==> config.mk <==
export PLATFORM = sky130hd
export DESIGN_NAME = energy_vad_speech_segmenter
export DESIGN_NICKNAME = d
export VERILOG_FILES = /design/src/rtl/core/evs_pkg.sv /design/src/rtl/core/evs_frame_energy.sv /design/src/rtl/core/energy_vad_speech_segmenter.sv
export SDC_FILE = /design/constraint.sdc
export NUM_CORES = 1
export LEC_CHECK = 0
export BUFFER_PORTS_ARGS = -buffer_cell sky130_fd_sc_hd__clkbuf_2
export CAP_MARGIN = 5
export CORE_UTILIZATION = 60
export DETAILED_ROUTE_END_ITERATION = 10
export MAX_ROUTING_LAYER = met4
export PLACE_DENSITY = 0.78
export SYNTH_ARGS = -nofsm -noshare
export SYNTH_HDL_FRONTEND = slang
export SYNTH_SLANG_ARGS = --single-unit
==> constraint.sdc <==
create_clock -name clk -period 12.05 [get_ports clk]
set_input_delay 0.6025 -clock clk [delete_from_list [all_inputs] [get_ports clk]]
set_output_delay 0.6025 -clock clk [all_outputs]
set_load 0.01 [all_outputs]
==> src/rtl/core/evs_pkg.sv <==
// Shared types, widths and constants of the energy VAD speech segmenter.
package evs_pkg;

	// Samples per analysis frame.
	localparam int FRAME_LEN = 1024;

	// Field and state widths.
	localparam int SAMPLE_W = 16;
	localparam int MAG_W    = 16;
	localparam int SQ_W     = 31;
	localparam int SUM_W    = 41;
	localparam int THR_W    = 15;
	localparam int CNT_W    = 24;
	localparam int FPOS_W   = $clog2(FRAME_LEN);
	localparam int LIM_W    = 2 * THR_W + FPOS_W + 1;
	localparam int CMP_W    = (LIM_W > SUM_W) ? LIM_W : SUM_W;

	// Configuration port geometry.
	localparam int ADDR_W = 4;
	localparam int DATA_W = 32;

	// Register reset values.
	localparam logic            VAD_MODE_RST = 1'b1;
	localparam logic [THR_W-1:0] THR_RST     = THR_W'(328);
	localparam logic [CNT_W-1:0] SIL_LIM_RST = CNT_W'(48000);
	localparam logic [CNT_W-1:0] MIN_SPE_RST = CNT_W'(24000);
	localparam logic [2*THR_W-1:0] THR_SQ_RST = (2*THR_W)'(328 * 328);
	localparam logic [LIM_W-1:0] THR_LIM_RST  = LIM_W'(64'd328 * 64'd328 * FRAME_LEN);

	// Saturation limits.
	localparam logic [SUM_W-1:0] SUM_MAX = '1;
	localparam logic [CNT_W-1:0] CNT_MAX = '1;

	// Register indexes on the configuration port.
	typedef enum logic [1:0] {
		REG_VAD_MODE = 2'd0,
		REG_THRESHOLD = 2'd1,
		REG_SIL_LIMIT = 2'd2,
		REG_MIN_SPEECH = 2'd3
	} evs_reg_t;

	// Segment event codes carried on the result tuser.
	typedef enum logic [1:0] {
		EV_NONE = 2'd0,
		EV_SEND = 2'd1,
		EV_DISCARD = 2'd2
	} evs_event_t;

	// Frame-end handoff from the energy pipe to the segmenter.
	typedef struct packed {
		logic             valid;
		logic [SUM_W-1:0] sum;
	} evs_frame_t;

endpackage

==> src/rtl/core/evs_frame_energy.sv <==
// Per-sample squaring and frame sum-of-squares accumulation pipe.
module evs_frame_energy (
	input  logic                              clk,
	input  logic                              arst_n,
	input  logic                              in_valid,
	output logic                              in_ready,
	input  logic signed [evs_pkg::SAMPLE_W-1:0] in_sample,
	output evs_pkg::evs_frame_t               frame,
	input  logic                              frame_ready
);

	logic [evs_pkg::FPOS_W-1:0]   fpos_q;
	logic                         valid_s1;
	logic                         last_s1;
	logic [evs_pkg::SAMPLE_W-1:0] sample_s1;
	logic                         valid_s2;
	logic                         last_s2;
	logic [evs_pkg::SQ_W-1:0]     sq_s2;
	logic [evs_pkg::SUM_W-1:0]    sum_q;
	logic                         valid_s3;
	logic [evs_pkg::SUM_W-1:0]    sum_s3;

	logic                         s3_free;
	logic                         s2_go;
	logic                         s2_free;
	logic                         s1_go;
	logic                         in_fire;
	logic                         fpos_last;
	logic [evs_pkg::MAG_W-1:0]    mag;
	logic [2*evs_pkg::MAG_W-1:0]  sq_full;
	logic [evs_pkg::SUM_W:0]      sum_add;
	logic [evs_pkg::SUM_W-1:0]    sum_sat;

	// Stage readiness: only frame-end beats need room in the last stage.
	assign s3_free  = !valid_s3 || frame_ready;
	assign s2_go    = valid_s2 && (!last_s2 || s3_free);
	assign s2_free  = !valid_s2 || s2_go;
	assign s1_go    = valid_s1 && s2_free;
	assign in_ready = !valid_s1 || s1_go;
	assign in_fire  = in_valid && in_ready;

	assign fpos_last = (fpos_q == evs_pkg::FPOS_W'(evs_pkg::FRAME_LEN - 1));

	// Magnitude and square of the registered sample.
	assign mag     = sample_s1[evs_pkg::SAMPLE_W-1] ? (~sample_s1 + 1'b1) : sample_s1;
	assign sq_full = mag * mag;

	// Saturating accumulate of the square reaching the end of stage two.
	assign sum_add = {1'b0, sum_q} + (evs_pkg::SUM_W+1)'(sq_s2);
	assign sum_sat = sum_add[evs_pkg::SUM_W] ? evs_pkg::SUM_MAX : sum_add[evs_pkg::SUM_W-1:0];

	// Frame position counts accepted beats.
	always_ff @(posedge clk or negedge arst_n) begin
		if (!arst_n) begin
			fpos_q <= '0;
		end else if (in_fire) begin
			fpos_q <= fpos_last ? '0 : fpos_q + 1'b1;
		end
	end

	// Stage one: the input register.
	always_ff @(posedge clk or negedge arst_n) begin
		if (!arst_n) begin
			valid_s1 <= 1'b0;
		end else if (in_ready) begin
			valid_s1 <= in_valid;
		end
	end

	always_ff @(posedge clk) begin
		if (in_fire) begin
			sample_s1 <= in_sample;
			last_s1   <= fpos_last;
		end
	end

	// Stage two: the registered square.
	always_ff @(posedge clk or negedge arst_n) begin
		if (!arst_n) begin
			valid_s2 <= 1'b0;
		end else if (s2_free) begin
			valid_s2 <= s1_go;
		end
	end

	always_ff @(posedge clk) begin
		if (s1_go) begin
			sq_s2   <= sq_full[evs_pkg::SQ_W-1:0];
			last_s2 <= last_s1;
		end
	end

	// Running frame sum, cleared when the frame-end beat passes.
	always_ff @(posedge clk or negedge arst_n) begin
		if (!arst_n) begin
			sum_q <= '0;
		end else if (s2_go) begin
			sum_q <= last_s2 ? '0 : sum_sat;
		end
	end

	// Stage three: the finished frame sum waits here for the segmenter.
	always_ff @(posedge clk or negedge arst_n) begin
		if (!arst_n) begin
			valid_s3 <= 1'b0;
		end else if (s3_free) begin
			valid_s3 <= s2_go && last_s2;
		end
	end

	always_ff @(posedge clk) begin
		if (s2_go && last_s2) begin
			sum_s3 <= sum_sat;
		end
	end

	assign frame.valid = valid_s3;
	assign frame.sum   = sum_s3;

endmodule

==> src/rtl/core/energy_vad_speech_segmenter.sv <==
// Top level of the energy VAD speech segmenter: registers, segment logic, result register.
//
//   channel   direction  beat contents
//   s_axis    in         tdata[15:0] sample (signed Q15)
//   m_axis    out        tdata: is_speech, frame_kept, segment_length; tuser: segment_event
//   apb       in/out     four registers at byte addresses 0, 4, 8, 12
//
// One sample beat is taken every cycle while the sample side is not stopped. Each frame of
// FRAME_LEN samples gives one result beat, registered in turn as square, frame sum and result.
// The frame-end beat waits in the frame sum stage while a result is still held, and the
// sample side stops only when that stage and the stages behind it are full.
// Reset is asynchronous and clears all counts and restores the register defaults.
module energy_vad_speech_segmenter (
	input  logic                        clk,
	input  logic                        arst_n,
	// Sample stream.
	input  logic                        s_axis_tvalid,
	output logic                        s_axis_tready,
	input  logic [15:0]                 s_axis_tdata,  // [15:0] sample
	// Result stream.
	output logic                        m_axis_tvalid,
	input  logic                        m_axis_tready,
	output logic [31:0]                 m_axis_tdata,  // [0] is_speech, [1] frame_kept,
	                                                   // [25:2] segment_length, [31:26] zero
	output logic [1:0]                  m_axis_tuser,  // [1:0] segment_event
	// Register port.
	input  logic                        psel,
	input  logic                        penable,
	input  logic                        pwrite,
	input  logic [evs_pkg::ADDR_W-1:0]  paddr,
	input  logic [evs_pkg::DATA_W-1:0]  pwdata,
	output logic [evs_pkg::DATA_W-1:0]  prdata,
	output logic                        pready
);

	logic                          vad_mode_q;
	logic [evs_pkg::THR_W-1:0]     thr_q;
	logic [evs_pkg::CNT_W-1:0]     sil_limit_q;
	logic [evs_pkg::CNT_W-1:0]     min_speech_q;
	logic [2*evs_pkg::THR_W-1:0]   thr_sq_q;
	logic [evs_pkg::LIM_W-1:0]     thr_lim_q;

	logic [evs_pkg::CNT_W-1:0]     cap_q;
	logic [evs_pkg::CNT_W-1:0]     sil_q;

	logic                          out_valid_q;
	logic                          speech_q;
	logic                          kept_q;
	evs_pkg::evs_event_t           event_q;
	logic [evs_pkg::CNT_W-1:0]     seglen_q;

	evs_pkg::evs_frame_t           frame;
	logic                          frame_ready;
	logic                          frame_fire;
	logic                          wr_en;
	evs_pkg::evs_reg_t             reg_sel;

	logic                          speech;
	logic [evs_pkg::CNT_W:0]       cap_add;
	logic [evs_pkg::CNT_W:0]       sil_add;
	logic [evs_pkg::CNT_W-1:0]     cap_inc;
	logic [evs_pkg::CNT_W-1:0]     sil_inc;
	logic                          kept_n;
	evs_pkg::evs_event_t           event_n;
	logic [evs_pkg::CNT_W-1:0]     seglen_n;
	logic [evs_pkg::CNT_W-1:0]     cap_n;
	logic [evs_pkg::CNT_W-1:0]     sil_n;

	// Squaring and accumulation pipe.
	evs_frame_energy u_energy (
		.clk         (clk),
		.arst_n      (arst_n),
		.in_valid    (s_axis_tvalid),
		.in_ready    (s_axis_tready),
		.in_sample   (s_axis_tdata),
		.frame       (frame),
		.frame_ready (frame_ready)
	);

	// Register port decode.
	assign pready  = 1'b1;
	assign wr_en   = psel && penable && pwrite && pready;
	assign reg_sel = evs_pkg::evs_reg_t'(paddr[evs_pkg::ADDR_W-1:2]);

	always_ff @(posedge clk or negedge arst_n) begin
		if (!arst_n) begin
			vad_mode_q   <= evs_pkg::VAD_MODE_RST;
			thr_q        <= evs_pkg::THR_RST;
			sil_limit_q  <= evs_pkg::SIL_LIM_RST;
			min_speech_q <= evs_pkg::MIN_SPE_RST;
		end else if (wr_en) begin
			case (reg_sel)
				evs_pkg::REG_VAD_MODE:   vad_mode_q   <= pwdata[0];
				evs_pkg::REG_THRESHOLD:  thr_q        <= pwdata[evs_pkg::THR_W-1:0];
				evs_pkg::REG_SIL_LIMIT:  sil_limit_q  <= pwdata[evs_pkg::CNT_W-1:0];
				evs_pkg::REG_MIN_SPEECH: min_speech_q <= pwdata[evs_pkg::CNT_W-1:0];
				default: ;
			endcase
		end
	end

	// Read mux.
	always_comb begin
		case (reg_sel)
			evs_pkg::REG_VAD_MODE:   prdata = evs_pkg::DATA_W'(vad_mode_q);
			evs_pkg::REG_THRESHOLD:  prdata = evs_pkg::DATA_W'(thr_q);
			evs_pkg::REG_SIL_LIMIT:  prdata = evs_pkg::DATA_W'(sil_limit_q);
			evs_pkg::REG_MIN_SPEECH: prdata = evs_pkg::DATA_W'(min_speech_q);
			default:                 prdata = '0;
		endcase
	end

	// Speech limit: threshold squared times the frame length, built through the squared-threshold and limit registers.
	always_ff @(posedge clk or negedge arst_n) begin
		if (!arst_n) begin
			thr_sq_q  <= evs_pkg::THR_SQ_RST;
			thr_lim_q <= evs_pkg::THR_LIM_RST;
		end else begin
			thr_sq_q  <= thr_q * thr_q;
			thr_lim_q <= evs_pkg::LIM_W'(thr_sq_q) * evs_pkg::LIM_W'(evs_pkg::FRAME_LEN);
		end
	end

	// The frame-end beat moves on when the result register is free or draining.
	assign frame_ready = !out_valid_q || m_axis_tready;
	assign frame_fire  = frame.valid && frame_ready;

	// Frame classification.
	assign speech = !vad_mode_q ||
		(evs_pkg::CMP_W'(frame.sum) >= evs_pkg::CMP_W'(thr_lim_q));

	// Saturating count increments.
	assign cap_add = {1'b0, cap_q} + (evs_pkg::CNT_W+1)'(evs_pkg::FRAME_LEN);
	assign sil_add = {1'b0, sil_q} + (evs_pkg::CNT_W+1)'(evs_pkg::FRAME_LEN);
	assign cap_inc = cap_add[evs_pkg::CNT_W] ? evs_pkg::CNT_MAX : cap_add[evs_pkg::CNT_W-1:0];
	assign sil_inc = sil_add[evs_pkg::CNT_W] ? evs_pkg::CNT_MAX : sil_add[evs_pkg::CNT_W-1:0];

	// Capture and endpoint decision for one frame.
	always_comb begin
		kept_n   = 1'b0;
		event_n  = evs_pkg::EV_NONE;
		seglen_n = '0;
		cap_n    = cap_q;
		sil_n    = sil_q;
		if (speech) begin
			kept_n = 1'b1;
			cap_n  = cap_inc;
			sil_n  = '0;
		end else if (cap_q != '0) begin
			kept_n = 1'b1;
			cap_n  = cap_inc;
			sil_n  = sil_inc;
			// Enough trailing silence closes the segment.
			if (sil_inc >= sil_limit_q) begin
				event_n  = (cap_inc >= min_speech_q) ? evs_pkg::EV_SEND : evs_pkg::EV_DISCARD;
				seglen_n = cap_inc;
				cap_n    = '0;
				sil_n    = '0;
			end
		end
	end

	// Capture counts.
	always_ff @(posedge clk or negedge arst_n) begin
		if (!arst_n) begin
			cap_q <= '0;
			sil_q <= '0;
		end else if (frame_fire) begin
			cap_q <= cap_n;
			sil_q <= sil_n;
		end
	end

	// Result register.
	always_ff @(posedge clk or negedge arst_n) begin
		if (!arst_n) begin
			out_valid_q <= 1'b0;
		end else if (frame_ready) begin
			out_valid_q <= frame.valid;
		end
	end

	always_ff @(posedge clk) begin
		if (frame_fire) begin
			speech_q <= speech;
			kept_q   <= kept_n;
			event_q  <= event_n;
			seglen_q <= seglen_n;
		end
	end

	assign m_axis_tvalid = out_valid_q;
	assign m_axis_tdata  = {6'd0, seglen_q, kept_q, speech_q};
	assign m_axis_tuser  = event_q;

endmodule

==> out/qor.csv, run 1 <==
stage;metric;value;unit
outcome;status;finished, final reports clean;
synthesis;Synth Flop Type;dfrtp_1;
sta;setup_tns;0;ps
synthesis;Simple-Gate Fraction of Synth Area;0.112;
sta;final setup vio count;0;
hold_path;Hold WC Path Type;primary input to async pin;
worst_setup_path;R2R Setup Slk;2440;ps
final_layout;diodes inserted;0;
floorplan;Ports;128;
synthesis;Post-synth EDFFs;117;
clock_tree;Sink Count;342;
clock_tree;later-pin clock latency in the skew report;570;ps
worst_setup_path;slowest CP cell;xor2_1;
detailed_routing;final WL;63400;um
final_layout;register area;0.00918;mm2
worst_setup_path;worst endpoint required time;12370;ps
final_layout;commonest cells after routing, fill and taps aside;488 x inv_1, 302 x fa_1, 295 x ha_1;
clock_tree;# hold bufs at CTS;0;
floorplan;starting density of the core;0.608;
final_layout;commonest non-fill, non-tap cell in the layout;inv_1;
detailed_routing;average wire per standard cell;17.2;um
final_layout;layout cells sized above 1;0.104;
synthesis;ys async rst share;0.658;
place;DP Area;0.0309;mm2
place;Place WS;2500;ps
worst_setup_path;CP Launch Type;register;
detailed_routing;DRC Markers;0;
global_route;vias in the first global route;22000;
sta;Slew headroom;0.170;
worst_setup_path;reg2reg end;u_energy.sq_s2[28]$_DFFE_PP_;
detailed_routing;Routed Antenna Nets;0;
place;HPWL after DPL;49500;um
sta;Tmin final;9610;ps
clock_tree;CTS tree;done;
worst_setup_path;crit path kind;register to register;
detailed_routing;Vias;20800;
synthesis;largest family of logic cells by synthesized area;adder cells;
worst_setup_path;CP peak stage delay;640;ps
clock_tree;CTS Buf Count;40;
synthesis;yosys synthesis warning count;0;
sta;final hold vios;0;
floorplan;FP Rows;81;
final_layout;number of fill cells in the layout;3709;
global_route;largest net degree at the start of global routing;91;
clock_tree;Setup Buffers After CTS;0;
detailed_routing;Pre-antenna DRT Iters;8;
floorplan;die height;225;um
sta;period utilization;0.797;
synthesis;Yosys cell types;76;
global_route;GR Overflow Total;0;
global_route;first-pass GRT wire length;107000;um
final_layout;multi-input logic area;0.0184;mm2
clock_tree;clock-pin slew of the registers on the worst-case setup and hold paths;60;ps
clock_tree;CTS Buffer Depth;3;
synthesis;Avg Inst Size Synth;10.2;um2
sta;Worst-Margin Slew;1240;ps
worst_setup_path;Worst Setup End Kind;register;
synthesis;Mapped Area;0.0298;mm2
sta;Final WS setup;2440;ps
floorplan;die area;0.0505;mm2
final_layout;area grow syn2layout;8.42;%
run;Max-cap violations;0;
synthesis;XOR/XNOR Fraction of Synth Area;0.0362;
final_layout;nets;3653;
floorplan;DIE WIDTH;225;um
global_route;initial antenna violation count;0;
worst_setup_path;Worst Path Arrival;9920;ps
place;I/O Buffers;102;
sta;Pins Over Slew Limit;0;
synthesis;Adder-Cell Fraction of Synth Area;0.327;
synthesis;Yosys reg bits;342;
detailed_routing;DR vias/cell;5.62;
synthesis;compound-gate portion of the synthesized area;0.106;
worst_setup_path;reg2reg path depth;27;
worst_setup_path;R2R Path Start;u_energy.sample_s1[0]$_DFFE_PP_;
worst_setup_path;CP max FO;17;
synthesis;cell count after synthesis;2908;
clock_tree;H-tree Lvls;2;
worst_setup_path;crit-path most repeated cell;fa_1;
floorplan;Core Region;0.0490;mm2
detailed_routing;initial drt markers;1242;
global_route;Tot GR Track Use;0.271;
final_layout;final instance area;0.0323;mm2
sta;Fin Clk Skew;28.6;ps
sta;RSZ-0062 raised after global routing;no;
synthesis;Seq/Total Area, Yosys;0.308;
place;GPL Wtd Cong;0.931;
sta;Fmax achieved;0.104;GHz
clock_tree;cts repair resizes;0;
clock_tree;Root Driver;clkbuf_16;
synthesis;post-synthesis mux area share;0.0331;
## area by class of cell
type / count / share of cell area
repair buffers: 122 / 0.0208
multi-input cells: 1996 / 0.569
clock inverters: 23 / 0.00780
clock buffers: 51 / 0.0342
flip-flops and latches: 342 / 0.285
inverters: 495 / 0.0576
well taps: 664 / 0.0258
## state kept, by name, summed over array words and instances (netlist names), 2 cells and up
register	count
cap_q	24
m_axis_tuser	2
min_speech_q	24
seglen_q	24
sil_limit_q	24
sil_q	24
thr_lim_q	29
thr_q	15
thr_sq_q	29
u_energy.fpos_q	10
u_energy.sample_s1	16
u_energy.sq_s2	30
u_energy.sum_q	41
u_energy.sum_s3	41
## cell usage after synthesis, types with 4 or more instances
library cell  count  area (um2)
and2_1           73         457
o2111ai_1         5        43.8
o41ai_1           4        35.0
a21oi_1         113         566
nand2b_1         43         269
o31ai_1           9        67.6
o21ai_0          79         395
a211oi_1         13        97.6
nor3_1           17        85.1
xor2_1           47         412
and3_1           21         131
buf_4            17         128
edfxtp_1        117        3510
clkinv_1          5        18.8
mux2i_1          14         140
o21a_1           18         135
or2_2            12        75.1
dfstp_2          28         736
mux2_2           73         822
xnor2_1          76         666
nor2_1          139         522
nand4_1          24         150
a22o_1           57         499
a221oi_1          4        35.0
nor3b_1           4        30.0
dfrtp_1         197        4930
clkbuf_1         72         270
nand3_1          48         240
nor4_1            8        50.1
ha_1            295        3690
o21ai_1           5        25.0
inv_1           488        1830
o21bai_1         15         113
buf_2             5        25.0
nand2_1         251         942
a31oi_1          27         169
a21o_1           84         631
o221ai_1          5        43.8
fa_1            302        6050
or3_1            10        62.6
nor2b_1          27         169
buf_1             4        15.0
## worst max-delay path, delay by kind of cell (launching register included)
| kind | cells | cell delay [ps] |
|---|---|---|
| XOR/XNOR | 2 | 730 |
| flip-flops | 1 | 510 |
| adder cells (fa/ha/maj) | 8 | 3690 |
| AO/OA/AOI/OAI | 10 | 2880 |
| buffers and inverters | 5 | 1170 |
| AND/OR/NAND/NOR | 2 | 380 |
## cell families (layout without fill, tap and decap cells)
kind of cell,Yosys count,after routing
AO/OA/AOI/OAI,470,470
AND/OR/NAND/NOR,692,692
adder cells (fa/ha/maj),597,597
multiplexers,88,88
other,2,26
XOR/XNOR,123,123
buffers and inverters,594,691
flip-flops,342,342
## worst max path at each step
stage,from,end,slack [ps],depth (start not counted)
5_1_grt,u_energy.sample_s1[0]$_DFFE_PP_,u_energy.sq_s2[28]$_DFFE_PP_,1970,27
4_1_cts,u_energy.sample_s1[0]$_DFFE_PP_,u_energy.sq_s2[28]$_DFFE_PP_,2510,27
2_1_floorplan,u_energy.sample_s1[0]$_DFFE_PP_,u_energy.sq_s2[28]$_DFFE_PP_,4040,32
3_3_place_gp,u_energy.sample_s1[0]$_DFFE_PP_,u_energy.sq_s2[28]$_DFFE_PP_,2830,27
6_report,u_energy.sample_s1[0]$_DFFE_PP_,u_energy.sq_s2[28]$_DFFE_PP_,2440,27
3_5_place_dp,u_energy.sample_s1[0]$_DFFE_PP_,u_energy.sq_s2[28]$_DFFE_PP_,2500,27
## metrics by stage
stage / hold slack [ps] / cells / utilization
final: 17.9 / 3693 / 0.659
after global routing: 75.5 / 3693 / 0.659
after CTS: 40.0 / 3693 / 0.659
after detailed placement: 335 / 3619 / 0.631
after global placement: 336 / 3619 / 0.631
after floorplan: 307 / 2932 / -
## metal layers
| layer | global-route usage | part of all wire | wire length (um) |
|---|---|---|---|
| met4 | 0.103 | 0.037 | 2320 |
| met3 | 0.0256 | 0.036 | 2310 |
| met2 | 0.466 | 0.51 | 32200 |
| met1 | 0.331 | 0.42 | 26600 |
| met5 | - | 0 | 0 |
Power of run 1 is not shown: default switching activity piles up to over one toggle a cycle in this logic, so the estimate is an artifact.
==> inputs of run 2 (changes only) <==
- CORE_UTILIZATION: 60 -> 58
- PLACE_DENSITY: 0.78 -> 0.79
- clock period: 12.05 -> 8 ns (I/O delays scaled with it)
==> out/qor.csv, run 2 (synthesized netlist as in run 1, its figures left out) <==
stage;metric;value;unit;change
outcome;status;finished, final reports clean;;
worst_setup_path;CP Launch Type;register;;
floorplan;DIE WIDTH;229;um;+1.7%
place;Place WS;-1.47;ps;-2510 ps
global_route;Tot GR Track Use;0.270;;-0.000920
floorplan;die area;0.0522;mm2;+3.4%
global_route;largest net degree at the start of global routing;91;;unchanged
final_layout;area grow syn2layout;10.2;%;
sta;final hold vios;0;;unchanged
detailed_routing;Vias;21000;;+1.2%
worst_setup_path;CP endpoint;u_energy.sq_s2[28]$_DFFE_PP_;;
worst_setup_path;Worst Setup End Kind;register;;
floorplan;FP Rows;82;;+1.2%
final_layout;top flop regs;u_energy.sum_q x41, u_energy.sum_s3 x41, u_energy.sq_s2 x30;;
worst_setup_path;CP Launch Point;u_energy.sample_s1[1]$_DFFE_PP_;;
worst_setup_path;Worst Path Arrival;8110;ps;-1810 ps
global_route;initial antenna violation count;0;;unchanged
sta;Worst-Margin Slew;1190;ps;-56.9 ps
clock_tree;Root Driver;clkbuf_16;;
worst_setup_path;slowest CP cell;fa_1;;
worst_setup_path;reg2reg path depth;33;;+22%
detailed_routing;DRC Markers;0;;unchanged
floorplan;Ports;128;;unchanged
floorplan;die height;229;um;+1.7%
clock_tree;H-tree Lvls;2;;unchanged
final_layout;final instance area;0.0328;mm2;+1.6%
worst_setup_path;crit-path most repeated cell;inv_1;;
floorplan;Core Region;0.0504;mm2;+2.9%
place;HPWL after DPL;50900;um;+3.0%
floorplan;starting density of the core;0.591;;-0.0172
worst_setup_path;CP bufs+invs;11;;+6
sta;Slew headroom;0.208;;+0.0379
sta;period utilization;0.978;;+0.180
global_route;vias in the first global route;23000;;+4.7%
clock_tree;CTS tree;done;;
sta;Final WS setup;179;ps;-2260 ps
place;GPL Wtd Cong;0.936;;+0.54%
clock_tree;later-pin clock latency in the skew report;570;ps;about the same
clock_tree;CTS Buf Count;38;;-5.0%
detailed_routing;average wire per standard cell;17.6;um;+2.3%
clock_tree;clock-pin slew of the registers on the worst-case setup and hold paths;50;ps;about the same
final_layout;commonest cells after routing, fill and taps aside;488 x inv_1, 302 x fa_1, 294 x ha_1;;
sta;final setup vio count;0;;unchanged
final_layout;commonest non-fill, non-tap cell in the layout;inv_1;;
worst_setup_path;Levels on crit path;33;;+22%
sta;Tmin final;7820;ps;-1790 ps
worst_setup_path;Crit path max-delay family;adder cells;;
clock_tree;CTS Buffer Depth;3;;unchanged
place;I/O Buffers;102;;unchanged
worst_setup_path;CP max FO;6;;-11
final_layout;nets;3705;;+1.4%
worst_setup_path;R2R Setup Slk;180;ps;-2260 ps
sta;Fin Clk Skew;31.8;ps;+3.19 ps
worst_setup_path;reg2reg end;u_energy.sq_s2[28]$_DFFE_PP_;;
worst_setup_path;R2R Path Start;u_energy.sample_s1[1]$_DFFE_PP_;;
sta;RSZ-0062 raised after global routing;yes;;
final_layout;final core occ;0.651;;-0.00809
place;DP Area;0.0311;mm2;+0.64%
clock_tree;Sink Count;342;;unchanged
worst_setup_path;worst endpoint required time;8290;ps;-4080 ps
worst_setup_path;CP peak stage delay;530;ps;-110 ps
hold_path;Hold WC Path Type;primary input to register;;
run;Max-cap violations;0;;unchanged
sta;setup_tns;0;ps;unchanged
global_route;first-pass GRT wire length;112000;um;+4.6%
detailed_routing;initial drt markers;1464;;+18%
final_layout;diodes inserted;0;;unchanged
global_route;GR Overflow Total;0;;unchanged
final_layout;layout cells sized above 1;0.119;;+0.0145
detailed_routing;DR vias/cell;5.60;;-0.35%
detailed_routing;final WL;65900;um;+3.9%
detailed_routing;Routed Antenna Nets;0;;unchanged
sta;Fmax achieved;0.128;GHz;+23%
detailed_routing;Pre-antenna DRT Iters;5;;-3
sta;Pins Over Slew Limit;0;;unchanged
worst_setup_path;crit path kind;register to register;;
run 2: cell types whose count changed in the layout (fill, tap and decap cells not counted), moves of 3 or more:
cell | before | now
dlygate4sd3_1 | 0 | 16
buf_4 | 20 | 58
bufinv_16 | 3 | 6
clkinv_2 | 10 | 6
clkbuf_8 | 4 | 1
run 2: what timing repair did:
item,4_1_cts,5_1_grt
hold buffers,16,0
endpoints found under the setup margin,1,6
endpoints found under the hold margin,92,0
pin swaps,0,2
resized for setup,1,16
buffers inserted,0,13
cloned,0,0
run 2: area by class of cell:
type	instances	area, um2
multi-input combinational	1996	18500
fill	3845	17600
sequential	342	9180
inverter	495	1860
timing repair buffer	176	1120
clock buffer	44	1000
tap	672	841
clock inverter	26	338
run 2: worst reg2reg max path: cells and delay by family (launching register included):
| kind | cells | cell delay [ps] |
|---|---|---|
| AOI/OAI and AO/OA | 10 | 1940 |
| adders and majority gates | 8 | 3530 |
| and+or+nand+nor | 2 | 250 |
| DFF | 1 | 440 |
| xor gates and xnor gates | 2 | 390 |
| buffers and inverters | 11 | 1010 |
run 2: worst min path at each step:
stage | from | end | cells after the start
floorplan | arst_n | cap_q[0]$_DFFE_PN0P_ | 0
global placement | thr_sq_q[9]$_DFF_PN0_ | thr_lim_q[19]$_DFF_PN0_ | 0
detailed placement | thr_sq_q[11]$_DFF_PN0_ | thr_lim_q[21]$_DFF_PN0_ | 0
CTS | s_axis_tdata[3] | u_energy.sample_s1[3]$_DFFE_PP_ | 1
global route | s_axis_tdata[3] | u_energy.sample_s1[3]$_DFFE_PP_ | 1
finish | s_axis_tdata[3] | u_energy.sample_s1[3]$_DFFE_PP_ | 1
run 2: per-stage QoR:
step	instances	hold slack (ps)
floorplan	2932	104
global placement	3652	335
detailed placement	3652	336
CTS	3738	14.2
global route	3751	26.5
finish	3751	36.0
run 2: layer usage:
| layer | share of wire | global-route usage |
|---|---|---|
| met1 | 0.41 | 0.329 |
| met2 | 0.51 | 0.471 |
| met3 | 0.040 | 0.0245 |
| met4 | 0.032 | 0.0925 |
| met5 | 0 | - |
Power of run 2 is left out for the same reason.
